### config.mk
export PLATFORM = sky130hd
export DESIGN_NAME = kncl_cell
export DESIGN_NICKNAME = d
export VERILOG_FILES = /design/src/design/k_nearest_candidate_list_assert.svh /design/src/design/kncl_pkg.sv /design/src/design/kncl_cell.sv
export SDC_FILE = /design/constraint.sdc
export NUM_CORES = 1
export LEC_CHECK = 0
export ABC_AREA = 1
export BUFFER_PORTS_ARGS = -buffer_cell sky130_fd_sc_hd__buf_4
export CORE_MARGIN = 2
export CORE_UTILIZATION = 40
export DETAILED_ROUTE_END_ITERATION = 10
export PLACE_DENSITY_LB_ADDON = 0.05
export SLEW_MARGIN = 25
export SYNTH_ARGS = -nofsm -noshare
export SYNTH_HDL_FRONTEND = slang
export SYNTH_SLANG_ARGS = --single-unit
### constraint.sdc
create_clock -name clk -period 4.4 [get_ports clk]
set_clock_uncertainty 0.2 [all_clocks]
set_input_delay 0.66 -clock clk [delete_from_list [all_inputs] [get_ports clk]]
set_output_delay 0.66 -clock clk [all_outputs]
set_load 0.01 [all_outputs]
### src/design/k_nearest_candidate_list_assert.svh
// Assertion macros used by the candidate list drain sequencer
`ifndef K_NEAREST_CANDIDATE_LIST_ASSERT_SVH
`define K_NEAREST_CANDIDATE_LIST_ASSERT_SVH
`ifndef ASSERT_OFF
// Check a property on every clock edge outside reset
`define KNCL_ASSERT(lbl, prop, msg) \
  lbl: assert property (@(posedge clk) disable iff (!rst_n) (prop)) else $error(msg);
// Check that one condition is followed by another on the next edge
`define KNCL_ASSERT_NEXT(lbl, cause, effect, msg) \
  lbl: assert property (@(posedge clk) disable iff (!rst_n) (cause) |=> (effect)) \
    else $error(msg);
`else
`define KNCL_ASSERT(lbl, prop, msg)
`define KNCL_ASSERT_NEXT(lbl, cause, effect, msg)
`endif
`endif

### src/design/kncl_pkg.sv
// Types, constants and helpers of the K nearest candidate list
package kncl_pkg;

  localparam int MAX_CANDIDATES = 32;
  localparam int NODE_BITS      = 16;
  localparam int DIST_W         = 32;
  localparam int IDX_W          = (MAX_CANDIDATES > 1) ? $clog2(MAX_CANDIDATES) : 1;
  localparam int CAND_CNT_RESET = 8;

  typedef logic [NODE_BITS-1:0] node_t;
  typedef logic [DIST_W-1:0]    dist_t;
  typedef logic [IDX_W-1:0]     idx_t;

  // Configuration register indexes
  typedef enum logic [0:0] {
    REG_CAND_COUNT = 1'b0,
    REG_ROW_NODE   = 1'b1
  } reg_idx_t;

  // One list slot as handed between neighbouring cells
  typedef struct packed {
    logic  valid;
    node_t node;
    dist_t distance;
  } slot_t;

  localparam slot_t EMPTY_SLOT = '{valid: 1'b0, node: '0, distance: '1};

  // Per-cycle operation applied to every cell
  typedef struct packed {
    logic ins;
    logic shift;
    logic clr;
  } cell_op_t;

  // Drain sequencer status towards the top level
  typedef struct packed {
    logic busy;
    logic shift;
    logic clr;
  } drain_ctl_t;

  // Cut or extend a 16-bit node field to the internal node width
  function automatic node_t to_node(input logic [15:0] v);
    logic [63:0] t;
    t = 64'(v);
    return t[NODE_BITS-1:0];
  endfunction

  // Cut or extend an internal node to the 16-bit result field
  function automatic logic [15:0] from_node(input node_t n);
    logic [63:0] t;
    t = 64'(n);
    return t[15:0];
  endfunction

endpackage

### src/design/kncl_cell.sv
// One slot of the sorted candidate chain
module kncl_cell
  import kncl_pkg::*;
(
  input  logic     clk,
  input  logic     rst_n,
  input  cell_op_t op,
  input  node_t    new_node,
  input  dist_t    new_dist,
  input  logic     c_prev,
  input  slot_t    prev_slot,
  input  slot_t    next_slot,
  output slot_t    slot,
  output logic     c_here
);

  logic  valid_r;
  node_t node_r;
  dist_t dist_r;

  // New entry belongs at or above this slot
  assign c_here = !valid_r || (new_dist < dist_r);

  assign slot = '{valid: valid_r, node: node_r, distance: dist_r};

  // Hold valid bit: clear, take from above or set on insert, take from below on drain
  always_ff @(posedge clk) begin
    if (!rst_n) begin
      valid_r <= 1'b0;
    end else begin
      priority if (op.clr) begin
        valid_r <= 1'b0;
      end else if (op.ins) begin
        if (c_prev) begin
          valid_r <= prev_slot.valid;
        end else if (c_here) begin
          valid_r <= 1'b1;
        end
      end else if (op.shift) begin
        valid_r <= next_slot.valid;
      end
    end
  end

  // Move payload alongside the valid bit
  always_ff @(posedge clk) begin
    if (op.ins && !op.clr) begin
      if (c_prev) begin
        node_r <= prev_slot.node;
        dist_r <= prev_slot.distance;
      end else if (c_here) begin
        node_r <= new_node;
        dist_r <= new_dist;
      end
    end else if (op.shift && !op.clr) begin
      node_r <= next_slot.node;
      dist_r <= next_slot.distance;
    end
  end

endmodule

==> results of run 1 <==
==> registers in the layout, summed over array words and instances (netlist names) <==
register  count
dist_r       32
valid_r       1
node_r       16
==> area by class of cell <==
cell class,instances,share of cell area (%)
inverter,43,3.24
sequential,49,29.3
timing repair buffer,204,31.0
multi-input combinational,294,32.1
tap,105,2.63
clock inverter,2,0.301
clock buffer,6,1.46
==> worst max-delay path by stage <==
stage | startpoint | endpoint | slack, ns | depth (start not counted)
floorplan | new_dist[5] | dist_r[0] | 0.11 | 12
global placement | new_dist[5] | node_r[12] | 1.15 | 14
detailed placement | new_dist[5] | node_r[12] | 1.10 | 14
CTS | new_dist[5] | node_r[4] | 1.42 | 14
global route | new_dist[27] | dist_r[31] | 1.18 | 12
finish | new_dist[15] | dist_r[31] | 1.48 | 14
==> per-layer routing <==
layer	track usage [%]	wire length (um)	vias up
li1	-	-	1751
met1	22.6	3660	1532
met2	35.6	4720	129
met3	5.30	818	14
met4	6.28	166	0
met5	0	0	-
==> cell usage in the layout (no fill, tap or decap), drive strengths merged <==
master	n
buf	204
nand2	125
nor2	57
a31oi	48
edfxtp	48
inv	43
ha	31
a21oi	16
clkbuf	6
o21ai	4
nand3	3
nand4	3
clkinvlp	2
nor3	2
o21a	1
o211ai	1
or2	1
o22ai	1
nor3b	1
dfxtp	1
==> worst min-delay path: cells and delay by family, from the launching register on <==
| family | cells | cell delay [ns] |
|---|---|---|
| DFF | 1 | 0.36 |
| buffers and inverters | 1 | 0.04 |
| and+or+nand+nor | 3 | 0.21 |
==> power breakdown <==
| part | leakage [nW] | switching, mW | total [mW] | internal, mW |
|---|---|---|---|---|
| clock | 0.0374 | 0.154 | 0.266 | 0.112 |
| combinational | 1.97 | 0.170 | 0.358 | 0.188 |
| sequential | 0.465 | 0.0136 | 0.569 | 0.555 |
==> cell families (layout without fill, tap and decap cells) <==
kind of cell	count (synthesis)	after routing	share of synthesized area (%)
and+or+nand+nor	192	192	23.2
AOI/OAI and AO/OA	71	71	12.8
buffers and inverters	65	255	8.49
DFF	49	49	43.9
adders and majority gates	31	31	11.6
==> impl_metrics.py, run 1 <==
metrics = {
    "status": {
        "status": "finished clean",
    },
    "pwr": {
        "leakage_nw": 2.47,
        "power_density_mw_per_mm2": 239,
        "ir_drop_mv": 0.122,
        "finalPower_mw": 1.19,
    },
    "sta": {
        "setup_tns_ns": 0,
        "hold_viol_final": 0,
        "worst_slew_margin_rel_pct": 42.2,
        "fin_crit_ns": 2.92,
        "fmax_mhz": 343,
        "rsz0062_at_grt": "no",
        "setup-violations-final": 0,
        "worst_pin_slew_ns": 0.865,
        "worst_hold_slack_ns": 0.428,
        "slew_violations": 0,
        "finalCritPeriodShare_pct": 66.3,
        "worst_slack_ns": 1.48,
    },
    "setup_path": {
        "crit_top_cell": "nand2_1",
        "critPathBufInv": 4,
        "worst-path-max-fanout": 21,
        "crit_family": "simple AND/OR/NAND/NOR gates",
        "arrival_ns": 2.72,
        "required_ns": 4.20,
        "rr_startpoint": "dist_r[23]",
        "end_kind": "flop",
        "cp-start-kind": "input pin",
        "cpMaxStageDelayCell": "nor2_4",
        "worst_path_largest_cell_delay_ns": 0.51,
        "timing.rr.end": "dist_r[31]",
        "crit_chain": "buf_4, ha_1, nand2_1, inv_1, nand3_2, inv_1, a21oi_2, nand2_1, nand2_1, nand2_2, nand3_2, nand2_1, nor2_4, buf_4",
        "r2r.worst_path.cells": 11,
        "r2r_slack_ns": 1.54,
        "crit_type": "input pin to flop",
    },
    "drt": {
        "drtAntennaViolNets": 0,
        "drc": 0,
        "vias": 3426,
        "drt_first_pass_iters": 4,
        "drt-vias-per-instance": 4.87,
        "drt_iter0_markers": 92,
        "wl_per_cell_um": 13.3,
        "drt-total-wl_mm": 9.36,
    },
    "final_layout": {
        "n_antenna_cell": 0,
        "seqCellArea_sq_mm": 0.00146,
        "utilization_pct": 61.3,
        "stdcell_area_sq_mm": 0.00499,
        "fillCellCount": 786,
        "drive_gt1_share_pct": 37.3,
        "area_growth_pct": 49.6,
        "multi_input_area_sq_mm": 0.00160,
        "nets": 780,
        "stdcell_count": 703,
    },
    "floorplan": {
        "fp.coreArea_sq_mm": 0.00813,
        "fp.dieW_um": 95.3,
        "io_pins": 202,
        "start_util_pct": 41.0,
        "fp-row-count": 33,
        "die-area_sq_mm": 0.00908,
        "fp.dieH_um": 95.3,
    },
    "placement": {
        "pre_cts_ws_ns": 1.10,
        "place.gp.congestion": 0.801,
        "place_inst": 695,
        "dp_hpwl_mm": 7.36,
        "numPortBuffers": 201,
        "dpl-instance-area_sq_mm": 0.00490,
    },
    "global_route": {
        "gr-total-overflow": 0,
        "antenna_found_initial": 0,
        "grt_pass1_vias": 3188,
        "grt_start_max_net_pins": 69,
        "grt_usage_pct": 19.7,
        "grt_pass1_wl_mm": 13.9,
    },
    "logic_synthesis": {
        "avgSynthCellArea_sq_um": 8.17,
        "ys_seq_area_share_pct": 43.9,
        "synth_most_common_cell": "nand2_1",
        "postSynthCellCount": 408,
        "netlist_area_sq_mm": 0.00333,
        "synthTopCellsByCount": "123 x nand2_1, 56 x nor2_1, 48 x a31oi_1, 48 x edfxtp_1, 41 x inv_1",
        "yosysTopAreaCellShare_pct": 43.3,
        "yosysTopAreaCell": "edfxtp_1",
        "synthTopCellsByArea": "edfxtp_1 43%, nand2_1 14%, ha_1 12%, a31oi_1 9.0%, nor2_1 6.3%",
        "synth_warnings": 0,
        "synth-seq-cells": 49,
        "synth_ff_type": "edfxtp_1",
        "synth_edf_count": 48,
        "syn_nets": 591,
        "ys_types": 27,
        "async_flop_share_pct": 0,
    },
    "hold_path": {
        "whs_endpoint": "valid_r",
        "min-delay-start": "valid_r",
        "min_path_cells": 4,
        "hold_path.class": "flop to flop",
    },
    "cts": {
        "clock_path_buffers": 2,
        "ctsHtreeMaxLevel": 2,
        "postCtsSetupBuffers": 0,
        "clkSlewWorstSetupHoldPaths_ns": 0.10,
        "cts_tree": "yes",
        "clk_latency_ns": 0.30,
        "cts_buffers": 5,
        "cts_resized": 0,
        "cts_sinks": 49,
        "holdBufCountCts": 0,
        "clock-root-buffer": "clkbuf_8",
    },
    "job": {
        "cap_violations": 0,
    },
}
Power figures use the tool's default switching activity.
==> run 2, diff against run 1 <==
--- a/config.mk
+++ b/config.mk
@@ -5,10 +5,10 @@
 export SDC_FILE = /design/constraint.sdc
 export NUM_CORES = 1
 export LEC_CHECK = 0
-export ABC_AREA = 1
+export ABC_AREA = 0
 export BUFFER_PORTS_ARGS = -buffer_cell sky130_fd_sc_hd__buf_4
 export CORE_MARGIN = 2
-export CORE_UTILIZATION = 40
+export CORE_UTILIZATION = 39
 export DETAILED_ROUTE_END_ITERATION = 10
 export PLACE_DENSITY_LB_ADDON = 0.05
 export SLEW_MARGIN = 25
==> constraint.sdc (replaced) <==
create_clock -name clk -period 2.4 [get_ports clk]
set_clock_uncertainty 0.2 [all_clocks]
set_input_delay 0.36 -clock clk [delete_from_list [all_inputs] [get_ports clk]]
set_output_delay 0.36 -clock clk [all_outputs]
set_load 0.01 [all_outputs]
==> impl_metrics.py, run 2 <==
metrics = {
    "global_route": {
        "gr-total-overflow": 0,
        "grt_pass1_wl_mm": 13.9,
        "grt_start_max_net_pins": 40,
        "grt_usage_pct": 19.8,
        "grt_pass1_vias": 3058,
        "antenna_found_initial": 0,
    },
    "final_layout": {
        "largest-register": "dist_r",
        "multi_input_area_sq_mm": 0.00169,
        "final_cell_mix": "221 x buf_4, 59 x nand2_1, 51 x o21ai_0",
        "utilization_pct": 66.3,
        "reg_top3": "dist_r: 32 flops, node_r: 16 flops, valid_r: 1 flops",
        "seqCellArea_sq_mm": 0.00146,
        "fillCellCount": 712,
        "mostFrequentLayoutCell": "buf_4",
        "drive_gt1_share_pct": 45.2,
        "area_growth_pct": 65.5,
        "nets": 737,
        "largest_reg_flops": 32,
        "n_antenna_cell": 0,
    },
    "cts": {
        "cts_sinks": 49,
        "cts_buffers": 5,
        "clk_latency_ns": 0.30,
        "clock_path_buffers": 2,
        "clkSlewWorstSetupHoldPaths_ns": 0.09,
        "holdBufCountCts": 0,
        "clock-root-buffer": "clkbuf_8",
        "cts_tree": "yes",
        "ctsHtreeMaxLevel": 2,
    },
    "setup_path": {
        "arrival_ns": 2.51,
        "rr_startpoint": "dist_r[2]",
        "required_ns": 2.23,
        "worst-path-max-fanout": 6,
        "end_kind": "flop",
        "startpoint": "dist_r[2]",
        "r2r_slack_ns": -0.28,
        "timing.rr.end": "node_r[8]",
        "crit_path_end": "node_r[8]",
        "r2r.worst_path.cells": 10,
        "crit_type": "flop to flop",
        "cp-start-kind": "flop",
    },
    "sta": {
        "fin_crit_ns": 2.68,
        "worst_slew_margin_rel_pct": 71.3,
        "worst_pin_slew_ns": 0.431,
        "fmax_mhz": 374,
        "hold_viol_final": 0,
        "setup-violations-final": 49,
        "slew_violations": 0,
        "worst_slack_ns": -0.275,
        "rsz0062_at_grt": "yes",
        "finalCritPeriodShare_pct": 111,
        "setup_tns_ns": -11.97,
    },
    "status": {
        "failed_checks": "negative setup slack",
        "status": "complete, but fails checks",
    },
    "drt": {
        "vias": 3165,
        "drt-total-wl_mm": 9.40,
        "drtAntennaViolNets": 0,
        "drt_first_pass_iters": 4,
        "drc": 0,
        "drt_iter0_markers": 77,
        "drt-vias-per-instance": 4.80,
        "wl_per_cell_um": 14.2,
    },
    "logic_synthesis": {
        "synth_edf_count": 48,
        "yosysTopAreaCell": "edfxtp_1",
        "ys_types": 31,
        "synth_most_common_cell": "nand2_1",
        "syn_nets": 513,
        "yosysTopAreaCellShare_pct": 44.0,
        "synth-seq-cells": 49,
        "avgSynthCellArea_sq_um": 9.93,
        "synth_warnings": 0,
        "ys_seq_area_share_pct": 44.6,
        "async_flop_share_pct": 0,
        "postSynthCellCount": 330,
        "synth_ff_type": "edfxtp_1",
        "synthTopCellsByCount": "59 x nand2_1, 51 x o21ai_0, 48 x edfxtp_1, 48 x mux2i_1",
        "synthTopCellsByArea": "edfxtp_1 44%, mux2i_1 15%, ha_1 12%, o21ai_0 7.8%, nand2_1 6.8%",
        "netlist_area_sq_mm": 0.00328,
    },
    "floorplan": {
        "die-area_sq_mm": 0.00915,
        "start_util_pct": 40.1,
        "fp.dieH_um": 95.6,
        "io_pins": 202,
        "fp.coreArea_sq_mm": 0.00818,
        "fp-row-count": 33,
        "fp.dieW_um": 95.6,
    },
    "pwr": {
        "leakage_nw": 2.72,
        "ir_drop_mv": 0.232,
        "power_density_mw_per_mm2": 434,
    },
    "placement": {
        "numPortBuffers": 201,
        "dp_hpwl_mm": 7.41,
        "place.gp.congestion": 0.750,
    },
    "hold_path": {
        "hold_path.class": "input pin to flop",
    },
    "job": {
        "cap_violations": 0,
    },
}
run 2: cell count changes after synthesis, sizes merged, moves of 2 or more:
cell / change
mux2i: +48
buf: -11
nor2: -53
clkbuf: +6
inv: -12
nand2: -66
a31oi: -47
o21ai: +48
nor3: -2
a21oi: -2
nand2b: +2
nand4: +2
run 2: area by class of cell:
cell class                 count  share of cell area (%)
clock inverter                 2                   0.623
tap                          105                    2.42
sequential                    49                    27.0
clock buffer                   6                    1.34
multi-input combinational    233                    31.2
timing repair buffer         234                    35.3
inverter                      31                    2.15
run 2: report_power, final:
part	internal (mW)	switching, mW	leakage (nW)
clock	0.308	0.273	0.0528
sequential	1.02	0.0254	0.472
combinational	0.425	0.307	2.20
total	1.75	0.605	2.72
run 2: worst min path at each step:
stage	from	end	slack (ns)	depth (start not counted)
global route	op[0]	valid_r	0.07	2
global placement	op[0]	valid_r	0.38	2
CTS	op[0]	valid_r	0.06	2
finish	op[0]	valid_r	0.07	2
floorplan	op[0]	valid_r	0.24	1
detailed placement	op[0]	valid_r	0.39	2
run 2: cell families after synthesis:
| group | share of synthesized area (%) |
|---|---|
| AO/OA/AOI/OAI | 12.8 |
| adder cells (fa/ha/maj) | 11.8 |
| buffers and inverters | 5.84 |
| flip-flops | 44.6 |
| multiplexers | 15.0 |
| AND/OR/NAND/NOR | 9.93 |
run 2: timing repair:
item	in CTS	in global routing
endpoints found under the setup margin	49	49
pin swaps	5	0
resized for setup	9	3
buffers inserted	3	0
cloned	2	4
run 2: critical path, stage by stage (launching register included):
cell	delay [ns]
edfxtp_1	0.41
inv_2	0.08
ha_4	0.19
a211o_1	0.26
a31oi_2	0.17
o31ai_2	0.09
a211oi_2	0.23
o21ai_2	0.12
a311oi_4	0.27
buf_6	0.21
clkbuf_16	0.16
run 2: metal layers:
| layer | vias to the layer above | part of all wire [%] | global-route usage (%) |
|---|---|---|---|
| met5 | - | 0 | 0 |
| met4 | 0 | 1.1 | 5.95 |
| met3 | 8 | 8.6 | 5.93 |
| met2 | 128 | 51 | 36.0 |
| met1 | 1405 | 40 | 22.3 |
| li1 | 1624 | - | - |
run 2: through the flow:
stage | area [sq um] | hold slack, ns | std cells | power, mW | worst slack [ns]
after global routing | 5420 | 0.0665 | 660 | 2.48 | -0.423
after global placement | 5090 | 0.380 | 643 | 1.73 | -0.350
final | 5420 | 0.0657 | 660 | 2.35 | -0.275
after CTS | 5310 | 0.0573 | 656 | 2.36 | -0.288
after floorplan | 3290 | 0.236 | 330 | 1.35 | -1.09
after detailed placement | 5090 | 0.388 | 643 | 1.74 | -0.413
