<file path="config.mk">
export PLATFORM = sky130hd
export DESIGN_NAME = kncl_drain
export DESIGN_NICKNAME = d
export VERILOG_FILES = /design/src/design/kncl_pkg.sv /design/src/design/kncl_drain.sv
export VERILOG_INCLUDE_DIRS = /design/src /design/src/design
export SDC_FILE = /design/constraint.sdc
export NUM_CORES = 1
export LEC_CHECK = 0
export BUFFER_PORTS_ARGS = -buffer_cell sky130_fd_sc_hd__buf_2
export CORE_MARGIN = 2
export CORE_UTILIZATION = 46
export CTS_BUF_LIST = sky130_fd_sc_hd__clkbuf_16
export CTS_CLUSTER_DIAMETER = 80
export DETAILED_ROUTE_END_ITERATION = 8
export PLACE_DENSITY_LB_ADDON = 0.25
export SLEW_MARGIN = 40
export SYNTH_ARGS = -nofsm -noshare
export SYNTH_HDL_FRONTEND = slang
export SYNTH_SLANG_ARGS = --single-unit
</file>
<file path="constraint.sdc">
create_clock -name clk -period 2.2 [get_ports clk]
set_input_delay 0.44 -clock clk [delete_from_list [all_inputs] [get_ports clk]]
set_output_delay 0.44 -clock clk [all_outputs]
set_load 0.1 [all_outputs]
</file>
<file path="src/design/k_nearest_candidate_list_assert.svh">
// Assertion macros used by the candidate list drain sequencer
`ifndef K_NEAREST_CANDIDATE_LIST_ASSERT_SVH
`define K_NEAREST_CANDIDATE_LIST_ASSERT_SVH
`ifndef ASSERT_OFF
// Check a property on every clock edge outside reset
`define KNCL_ASSERT(lbl, prop, msg) \
  lbl: assert property (@(posedge clk) disable iff (!rst_n) (prop)) else $error(msg);
// Check that one condition is followed by another on the next edge
`define KNCL_ASSERT_NEXT(lbl, cause, effect, msg) \
  lbl: assert property (@(posedge clk) disable iff (!rst_n) (cause) |=> (effect)) \
    else $error(msg);
`else
`define KNCL_ASSERT(lbl, prop, msg)
`define KNCL_ASSERT_NEXT(lbl, cause, effect, msg)
`endif
`endif

</file>
<file path="src/design/kncl_pkg.sv">
// Types, constants and helpers of the K nearest candidate list
package kncl_pkg;

  localparam int MAX_CANDIDATES = 32;
  localparam int NODE_BITS      = 16;
  localparam int DIST_W         = 32;
  localparam int IDX_W          = (MAX_CANDIDATES > 1) ? $clog2(MAX_CANDIDATES) : 1;
  localparam int CAND_CNT_RESET = 8;

  typedef logic [NODE_BITS-1:0] node_t;
  typedef logic [DIST_W-1:0]    dist_t;
  typedef logic [IDX_W-1:0]     idx_t;

  // Configuration register indexes
  typedef enum logic [0:0] {
    REG_CAND_COUNT = 1'b0,
    REG_ROW_NODE   = 1'b1
  } reg_idx_t;

  // One list slot as handed between neighbouring cells
  typedef struct packed {
    logic  valid;
    node_t node;
    dist_t distance;
  } slot_t;

  localparam slot_t EMPTY_SLOT = '{valid: 1'b0, node: '0, distance: '1};

  // Per-cycle operation applied to every cell
  typedef struct packed {
    logic ins;
    logic shift;
    logic clr;
  } cell_op_t;

  // Drain sequencer status towards the top level
  typedef struct packed {
    logic busy;
    logic shift;
    logic clr;
  } drain_ctl_t;

  // Cut or extend a 16-bit node field to the internal node width
  function automatic node_t to_node(input logic [15:0] v);
    logic [63:0] t;
    t = 64'(v);
    return t[NODE_BITS-1:0];
  endfunction

  // Cut or extend an internal node to the 16-bit result field
  function automatic logic [15:0] from_node(input node_t n);
    logic [63:0] t;
    t = 64'(n);
    return t[15:0];
  endfunction

endpackage

</file>
<file path="src/design/kncl_drain.sv">
// Drain sequencer and result register of the candidate list
module kncl_drain
  import kncl_pkg::*;
(
  input  logic        clk,
  input  logic        rst_n,
  input  logic        start,
  input  idx_t        k_last,
  input  slot_t       head,
  output drain_ctl_t  ctl,
  output logic        out_valid,
  input  logic        out_stall,
  output logic [15:0] out_cand_node,
  output dist_t       out_cand_distance,
  output logic        out_list_end
);

  `include "k_nearest_candidate_list_assert.svh"

  typedef enum logic {ST_FILL, ST_DRAIN} state_t;

  state_t      state_r;
  idx_t        cnt_r;
  idx_t        k_last_r;
  logic        out_valid_r;
  logic [15:0] out_node_r;
  dist_t       out_dist_r;
  logic        out_end_r;
  logic        load;
  logic        last;

  // Load the result register whenever it is free during a drain
  assign load = (state_r == ST_DRAIN) && (!out_valid_r || !out_stall);
  assign last = (cnt_r == k_last_r);

  assign ctl.busy  = (state_r == ST_DRAIN);
  assign ctl.shift = load && !last;
  assign ctl.clr   = load && last;

  // Hold state, count and result register
  always_ff @(posedge clk) begin
    if (!rst_n) begin
      state_r     <= ST_FILL;
      cnt_r       <= '0;
      k_last_r    <= '0;
      out_valid_r <= 1'b0;
    end else begin
      if (load) begin
        out_valid_r <= 1'b1;
        out_node_r  <= head.valid ? from_node(head.node) : 16'd0;
        out_dist_r  <= head.valid ? head.distance : '1;
        out_end_r   <= last;
        cnt_r       <= last ? '0 : cnt_r + idx_t'(1);
        if (last) begin
          state_r <= ST_FILL;
        end
      end else if (out_valid_r && !out_stall) begin
        out_valid_r <= 1'b0;
      end
      if (start) begin
        state_r  <= ST_DRAIN;
        k_last_r <= k_last;
        cnt_r    <= '0;
      end
    end
  end

  assign out_valid         = out_valid_r;
  assign out_cand_node     = out_node_r;
  assign out_cand_distance = out_dist_r;
  assign out_list_end      = out_end_r;

  `KNCL_ASSERT(a_start_when_filling, start |-> (state_r == ST_FILL), "row end taken during drain")
  `KNCL_ASSERT(a_cnt_in_range, (state_r == ST_DRAIN) |-> (cnt_r <= k_last_r), "drain count overrun")
  `KNCL_ASSERT_NEXT(a_clr_ends_row, ctl.clr, out_valid_r && out_end_r && (state_r == ST_FILL), "last transaction not marked")

endmodule

</file>
==> results of run 1 <==
-- timing repair --
action	CTS	global route
hold buffers	0	0
pin swaps	0	1
setup endpoints to repair	2	2
gates cloned	0	0
resized for setup	2	3
setup buffers	0	1
-- stage by stage --
step / hold WS [ns] / TNS, ns / util [%]
final: 0.372 / 0 / 66.3
after global routing: 0.377 / 0 / 66.3
after detailed placement: 0.504 / 0 / 60.3
after floorplan: 0.485 / -0.0432 / -
after CTS: 0.362 / 0 / 66.0
after global placement: 0.502 / 0 / 60.3
-- state kept, by name (all words and copies together) (netlist names) --
register           flops
out_cand_distance     32
out_cand_node         16
cnt_r                  5
k_last_r               5
out_list_end           1
out_valid              1
state_r                1
-- power groups by stage --
stage          logic (W)  registers [W]  clock network, W
2_1_floorplan   0.000150        0.00159                 0
3_3_place_gp    0.000505        0.00134                 0
3_5_place_dp    0.000509        0.00134                 0
4_1_cts         0.000514        0.00132           0.00133
5_1_grt         0.000544        0.00132           0.00138
6_report        0.000516        0.00132           0.00130
-- kinds of logic after synthesis --
logic type                 Yosys count  share of synthesized area [%]
and+or+nand+nor                     76                           19.6
muxes                                5                           2.06
buffers and inverters                8                           1.49
DFF                                 61                           70.4
xor gates and xnor gates             5                           1.80
AOI/OAI and AO/OA                   12                           4.17
adders and majority gates            1                          0.515
-- cell usage in the layout, fill, tap and decap left out, types with 2 or more instances in the layout --
cell,n
a2111oi_2,2
a21oi_1,2
a41oi_1,2
and2_1,16
buf_2,108
buf_4,3
clkbuf_16,9
clkinv_2,2
dfxtp_1,11
edfxtp_1,49
inv_1,2
mux2i_1,5
nand2_2,2
nand2b_1,25
nand3_1,6
nor2_1,3
nor2_4,2
nor2b_1,7
nor3_4,2
o21ai_0,3
o21ai_1,2
or2b_1,8
xnor2_1,5
-- metal layers --
layer  vias up  routed length [um]  global-route usage (%)
met4         0                  76                    8.91
met1       726                1780                    19.6
li1        823                   -                       -
met2        80                2160                    25.6
met3         8                 467                    7.41
met5         -                   0                       0
-- worst max-delay path, delay by kind of cell (launching register included) --
family	cells	cell delay [ns]
AND/OR/NAND/NOR	2	0.41
buffers and inverters	1	0.31
XOR/XNOR	1	0.16
flip-flops	1	0.43
-- area by class of cell --
| type | count | area [um2] |
|---|---|---|
| timing repair buffer | 113 | 591 |
| sequential | 61 | 1710 |
| fill | 413 | 1720 |
| multi-input combinational | 99 | 709 |
| clock buffer | 9 | 225 |
| clock inverter | 7 | 58.8 |
| tap | 70 | 87.6 |
-- worst max-delay path by stage --
| stage | endpoint | slack [ns] |
|---|---|---|
| CTS | ctl[1] | 0.04 |
| detailed placement | ctl[1] | 0.34 |
| finish | ctl[0] | 0.14 |
| floorplan | ctl[0] | -0.04 |
| global placement | ctl[0] | 0.36 |
| global route | ctl[0] | 0.02 |
==> out/results.ini, run 1 <==
[sta]
hold_viol=0
finalCriticalPeriod_ns=2.06
fmax_mhz=484
tightest_slew_ns=0.539
rsz0062_at_grt=no
slew-limit-headroom_pct=64.1
slew_violations=0
skew_ns=0.00489
worst_slack_ns=0.135
min_period_over_period_pct=93.8
setup_violations=0

[cts]
root_buffer=clkbuf_16
cts.clk_slew.worst_paths_ns=0.05
clockBufferDepth=2
clk_latency_ns=0.31
cts_max_level=3
cts_tree=yes
cts_sinks=61
numCtsBuffers=9

[die]
die-height_um=76.7
die_x_um=76.7
io_pins=111
initial_utilization_pct=47.6
rows=26
die_area_um2=5880
core_area_um2=5110

[critical_path]
crit_path_end_kind=output port
cp_slowest_cell=dfxtp_1
crit_path_max_fanout=6
max_stage_delay_ns=0.43
critPathArrivalTime_ns=1.62
critical_path_class=flop to output port
r2r_end=out_cand_distance[23]
r2r_cells=3
cp-start-kind=flop
worst-r2r-setup-slack_ns=0.73
crit_required_ns=1.76
r2r_start=state_r
crit_chain=xnor2_1 > nand3_2 > nor3_4 > buf_4
crit_start=cnt_r[0]

[synthesis]
netlist_top_cells_area=edfxtp_1 (61%), dfxtp_1 (9.9%), nand2b_1 (6.4%)
syn_inst=168
ys_seq_area_share_pct=70.4
syn_nets=227
avgSynthCellArea_um2=14.5
yosysTopAreaCellShare_pct=60.5
async_flop_share_pct=0
synth_cell_types=28
synth_common_cells=edfxtp_1 (49), nand2b_1 (25), and2_1 (16), dfxtp_1 (12), or2b_1 (8)
yosys_warnings=0
yosys.area.top_type=edfxtp_1
synth_edf_count=49
synth_flop_cell=edfxtp_1
synth-seq-cells=61
synth_most_common_cell=edfxtp_1
syn-cell-area_um2=2430

[route]
vias_per_cell=4.56
vias=1637
firstDrtPassIters=4
drt_iter0_drc=64
wl_per_cell_um=12.5
drc=0
ant_nets=0
wirelength_um=4480

[global_routing]
grt_pass1_vias=1621
grt_max_degree=49
grt.total_usage_pct=16.7
grt_antenna_before_repair=0
grt_overflow=0
grt_pass1_wl_um=7510

[job]
maxCapViolations=0

[placed_design]
routabilityCongestion=0.894
io_buffer_count=110
placed_cells=342
post_dp_cell_area_um2=3080
hpwl_um=3220
post-place-ws_ns=0.336

[power_and_ir_drop]
p_seq_share_pct=42.0
combPwrFrac_pct=16.4
power_leakage_nw=1.38
powerDensity_nw_per_um2=927
p_int_w=0.00228
p_sw_share_pct=27.4
p_sw_w=0.000859
total_power_w=0.00314
vdd_drop_max_mv=0.525
clkPwrFrac_pct=41.6

[hold_path]
hold_end=out_cand_distance[17]
min_from=head[17]
min-delay-path-class=input pin to flop
holdPathStages=2

[layout]
instances_no_fill=359
antennaDiodeCount=0
area_growth_pct=39.2
fin_nets=343
drive_gt1_share_pct=47.8
fin_area_um2=3380

[outcome]
status=complete, no violations

Power figures use the tool's default switching activity.
==> run 2: changes to the inputs <==
Settings changed: CAP_MARGIN from default to 20, CORE_MARGIN 2 to 1.
==> run 2 against run 1 <==
Compared with the run above: global-route usage grew 0.92 points; clock skew grew 0.00071 ns; hold slack gained 0.011 ns; first-iteration DRC count grew 19%; total power grew 7.0%; cell count shrank 0.28%.
==> out/results.ini, run 2 (same netlist as run 1, synthesis figures left out) <==
[sta]
slew-limit-headroom_pct=66.8
finalCriticalPeriod_ns=2.06
hold_viol=0
rsz0062_at_grt=no
tns_ns=0
tightest_slew_ns=0.501
setup_violations=0
slew_violations=0
min_period_over_period_pct=93.4
fmax_mhz=487
skew_ns=0.00560

[power_and_ir_drop]
clkPwrFrac_pct=45.5
p_int_w=0.00251
p_sw_share_pct=25.3
p_seq_share_pct=39.3
powerDensity_nw_per_um2=981
p_sw_w=0.000850
power_leakage_nw=1.39
combPwrFrac_pct=15.3
vdd_drop_max_mv=0.524
total_power_w=0.00336

[critical_path]
crit_required_ns=1.76
critPathArrivalTime_ns=1.62
cp-start-kind=flop
crit_path_end_kind=output port
critical_path_class=flop to output port
r2r_start=state_r
crit_start=cnt_r[1]
crit_path_max_fanout=5

[route]
met3_length_um=319
wl_per_cell_um=12.7
ant_nets=0
vias=1651
vias_per_cell=4.61
wirelength_um=4530
drc=0
met2_length_um=2330
met1_length_um=1830
drt_iter0_drc=76
firstDrtPassIters=4
top_layer=met4

[die]
core_area_um2=5110
die_area_um2=5580
die-height_um=74.7
rows=26
initial_utilization_pct=47.6
io_pins=111
die_x_um=74.7

[hold_path]
min-delay-path-class=input pin to flop
min_from=head[17]

[cts]
cts.clk_slew.worst_paths_ns=0.05
cts_sinks=61
clk_latency_ns=0.31
root_buffer=clkbuf_16
hold_buffers=0
numCtsBuffers=9
cts_max_level=3
clockBufferDepth=2
cts_tree=yes

[placed_design]
placed_cells=342
hpwl_um=3250
routabilityCongestion=0.871
io_buffer_count=110
post_dp_cell_area_um2=3080

[global_routing]
grt_pass1_wl_um=6980
grt_max_degree=46
grt_overflow=0
grt.total_usage_pct=17.6
grt_pass1_vias=1518
grt_antenna_before_repair=0

[layout]
final_core_util_pct=67.0
fin_nets=342
final_common_cell=buf_2
area_growth_pct=40.8
final_cell_mix=buf_2 (108), edfxtp_1 (49), nand2b_1 (25), and2_1 (16), dfxtp_1 (10)
fin_area_um2=3420
instances_no_fill=358
largest_register_ffs=32
antennaDiodeCount=0
drive_gt1_share_pct=47.2
fill_cells=391

[job]
maxCapViolations=0

[outcome]
status=complete, no violations

run 2: cell types whose count changed in the layout (fill, tap and decap cells not counted), sizes merged:
cell,delta
clkinvlp,-1
buf,-1
inv,-1
bufinv,+2
run 2: per-layer routing:
metal	GRT usage (%)	vias up
met5	0	-
met3	5.22	5
met4	9.43	0
li1	-	825
met1	20.3	742
met2	29.5	79
run 2: power by group through the flow:
stage | logic [W] | registers (W) | clock network, W
detailed placement | 0.000510 | 0.00134 | 0
global route | 0.000538 | 0.00132 | 0.00162
floorplan | 0.000150 | 0.00159 | 0
CTS | 0.000515 | 0.00132 | 0.00155
global placement | 0.000506 | 0.00134 | 0
finish | 0.000513 | 0.00132 | 0.00153
run 2: cell type report:
cell class,count,area (um2),area share (%)
Sequential cell,61,1710,50.1
Multi-Input combinational cell,99,707,20.7
Timing Repair Buffer,112,583,17.0
Clock buffer,9,225,6.58
Clock inverter,7,105,3.07
Tap cell,70,87.6,2.56
run 2: worst max-delay path, stage by stage (launching register included):
cell and delay, ns:
dfxtp_1 0.40, xnor2_1 0.15, nand3_2 0.19, nor2_4 0.23, nor2_4 0.05, clkbuf_4 0.27
run 2: stage by stage:
stage                     hold slack [ns]  worst slack [ns]
after floorplan                     0.485           -0.0432
after global placement              0.507             0.363
after detailed placement            0.513             0.324
after CTS                           0.373            0.0393
after global routing                0.372            0.0114
final                               0.384             0.145
run 2: worst paths after layout:
check	end	slack, ns	cells past startpoint
max reg2reg	out_cand_distance[19]	0.69	3
min	out_cand_distance[17]	0.38	2
max	ctl[1]	0.14	5
min reg2reg	cnt_r[4]	0.51	1
run 2: timing repair:
| item | 4_1_cts | 5_1_grt |
|---|---|---|
| gates cloned | 0 | 0 |
| setup buffers | 0 | 0 |
| resized for setup | 2 | 3 |
| endpoints found under the setup margin | 2 | 2 |
==> run 3: changes to the inputs <==
Settings changed: CORE_UTILIZATION 46 to 48, CTS_BUF_LIST sky130_fd_sc_hd__clkbuf_16 to sky130_fd_sc_hd__clkbuf_2 sky130_fd_sc_hd__clkbuf_4 sky130_fd_sc_hd__clkbuf_8.
==> run 3 against run 2 <==
Compared with the run above: first-iteration DRC count up 6.6%; total power is 14% lower; final area is 3.5% lower; core utilization rose by 2.0 points; critical path type unchanged.
==> out/results.ini, run 3 (same netlist as run 1, synthesis figures left out) <==
[placed_design]
routabilityCongestion=0.790
post-place-ws_ns=0.343
post_dp_cell_area_um2=3070
io_buffer_count=110
hpwl_um=3380

[layout]
area_growth_pct=35.8
drive_gt1_share_pct=48.8
final_common_cell=buf_2
largest_register_ffs=32
fin_nets=343
final_cell_mix=buf_2 (108), edfxtp_1 (49), nand2b_1 (25), and2_1 (16), dfxtp_1 (10)
antennaDiodeCount=0
final_core_util_pct=69.0
fill_cells=372
fin_area_um2=3300

[hold_path]
min-delay-path-class=input pin to flop
min_from=head[22]

[sta]
rsz0062_at_grt=no
tightest_slew_ns=0.501
min_period_over_period_pct=94.9
slew_violations=0
setup_violations=0
hold_viol=0
skew_ns=0.00373
slew-limit-headroom_pct=66.8
worst_slack_ns=0.112
finalCriticalPeriod_ns=2.09
fmax_mhz=479

[route]
ant_nets=0
vias=1650
firstDrtPassIters=6
vias_per_cell=4.63
wirelength_um=4660
drc=0
drt_iter0_drc=81
wl_per_cell_um=13.1

[die]
initial_utilization_pct=50.8
die_x_um=73.2
rows=25
die_area_um2=5350
io_pins=111
die-height_um=73.2
core_area_um2=4790

[cts]
cts.clk_slew.worst_paths_ns=0.06
cts_max_level=3
cts_tree=yes
root_buffer=clkbuf_8
hold_buffers=0
clockBufferDepth=2
clk_latency_ns=0.32
post-cts-setup-buffers=0
cts_sinks=61
numCtsBuffers=9

[global_routing]
grt_pass1_wl_um=7210
grt_pass1_vias=1520
grt_max_degree=36
grt_antenna_before_repair=0
grt_overflow=0
grt.total_usage_pct=19.2

[power_and_ir_drop]
p_sw_w=0.000804
total_power_w=0.00289
powerDensity_nw_per_um2=876
p_sw_share_pct=27.8
combPwrFrac_pct=17.6
power_leakage_nw=1.34
p_seq_share_pct=45.5
vdd_drop_max_mv=0.623
p_int_w=0.00209
clkPwrFrac_pct=36.9

[critical_path]
cp_num_buf_inv=1
crit_required_ns=1.76
critPathArrivalTime_ns=1.65
cp_slowest_cell=dfxtp_1
crit_start=cnt_r[1]
crit_path_max_fanout=5
r2r_start=state_r
critical_path_class=flop to output port
max_stage_delay_ns=0.42
cpMostUsedCell=nor2_4
crit_chain=xnor2_1 > nand3_2 > nor2_4 > nor2_4 > clkbuf_4
crit_path_end_kind=output port
cpLargestDelayFamily=simple AND/OR/NAND/NOR gates
cp-start-kind=flop

[outcome]
status=complete, no violations

[job]
maxCapViolations=0

## run 3: changes by cell type in the layout (fill, tap and decap cells not counted)
cell / before / now
clkinv_1: 3 / 0
bufinv_16: 3 / 2
clkinv_2: 0 / 1
clkbuf_8: 0 / 9
inv_1: 1 / 0
clkinvlp_4: 0 / 1
clkbuf_16: 9 / 0
clkbuf_4: 1 / 4
buf_4: 2 / 4
buf_12: 1 / 0
## run 3: cell type report
type | count | area, um2 | area share, %
tap | 67 | 83.8 | 2.54
clock buffer | 12 | 146 | 4.43
clock inverter | 4 | 72.6 | 2.20
multi-input combinational | 99 | 707 | 21.4
sequential | 61 | 1710 | 51.9
timing repair buffer | 113 | 578 | 17.5
## run 3: worst paths after layout
check,end,slack [ns],cells past startpoint
hold reg to reg,cnt_r[0],0.50,2
hold / removal,out_cand_distance[22],0.36,2
setup reg to reg,out_cand_node[15],0.67,3
setup / recovery,ctl[1],0.11,5
## run 3: repair_timing
action / in CTS / in global routing
hold endpoints to repair: 0 / 0
endpoints found under the setup margin: 2 / 2
resized for setup: 2 / 3
pin swaps: 0 / 0
## run 3: power by group through the flow
stage | Sequential, W | Combinational [W] | Clock (W)
global route | 0.00132 | 0.000538 | 0.00114
detailed placement | 0.00134 | 0.000510 | 0
CTS | 0.00132 | 0.000514 | 0.00109
finish | 0.00132 | 0.000511 | 0.00107
global placement | 0.00134 | 0.000504 | 0
floorplan | 0.00159 | 0.000150 | 0
## run 3: layer usage
| metal | up-vias | GRT usage (%) | share of wire, % |
|---|---|---|---|
| met4 | 0 | 11.1 | 1.7 |
| met3 | 8 | 8.70 | 11 |
| li1 | 822 | - | - |
| met5 | - | 0 | 0 |
| met1 | 733 | 22.1 | 39 |
| met2 | 87 | 29.4 | 48 |
## run 3: stage by stage
step           hold slack [ns]  instances  TNS (ns)
6_report                 0.364        356         0
5_1_grt                  0.342        356         0
3_5_place_dp             0.508        340         0
3_3_place_gp             0.501        340         0
2_1_floorplan            0.485        168   -0.0432
4_1_cts                  0.348        356         0
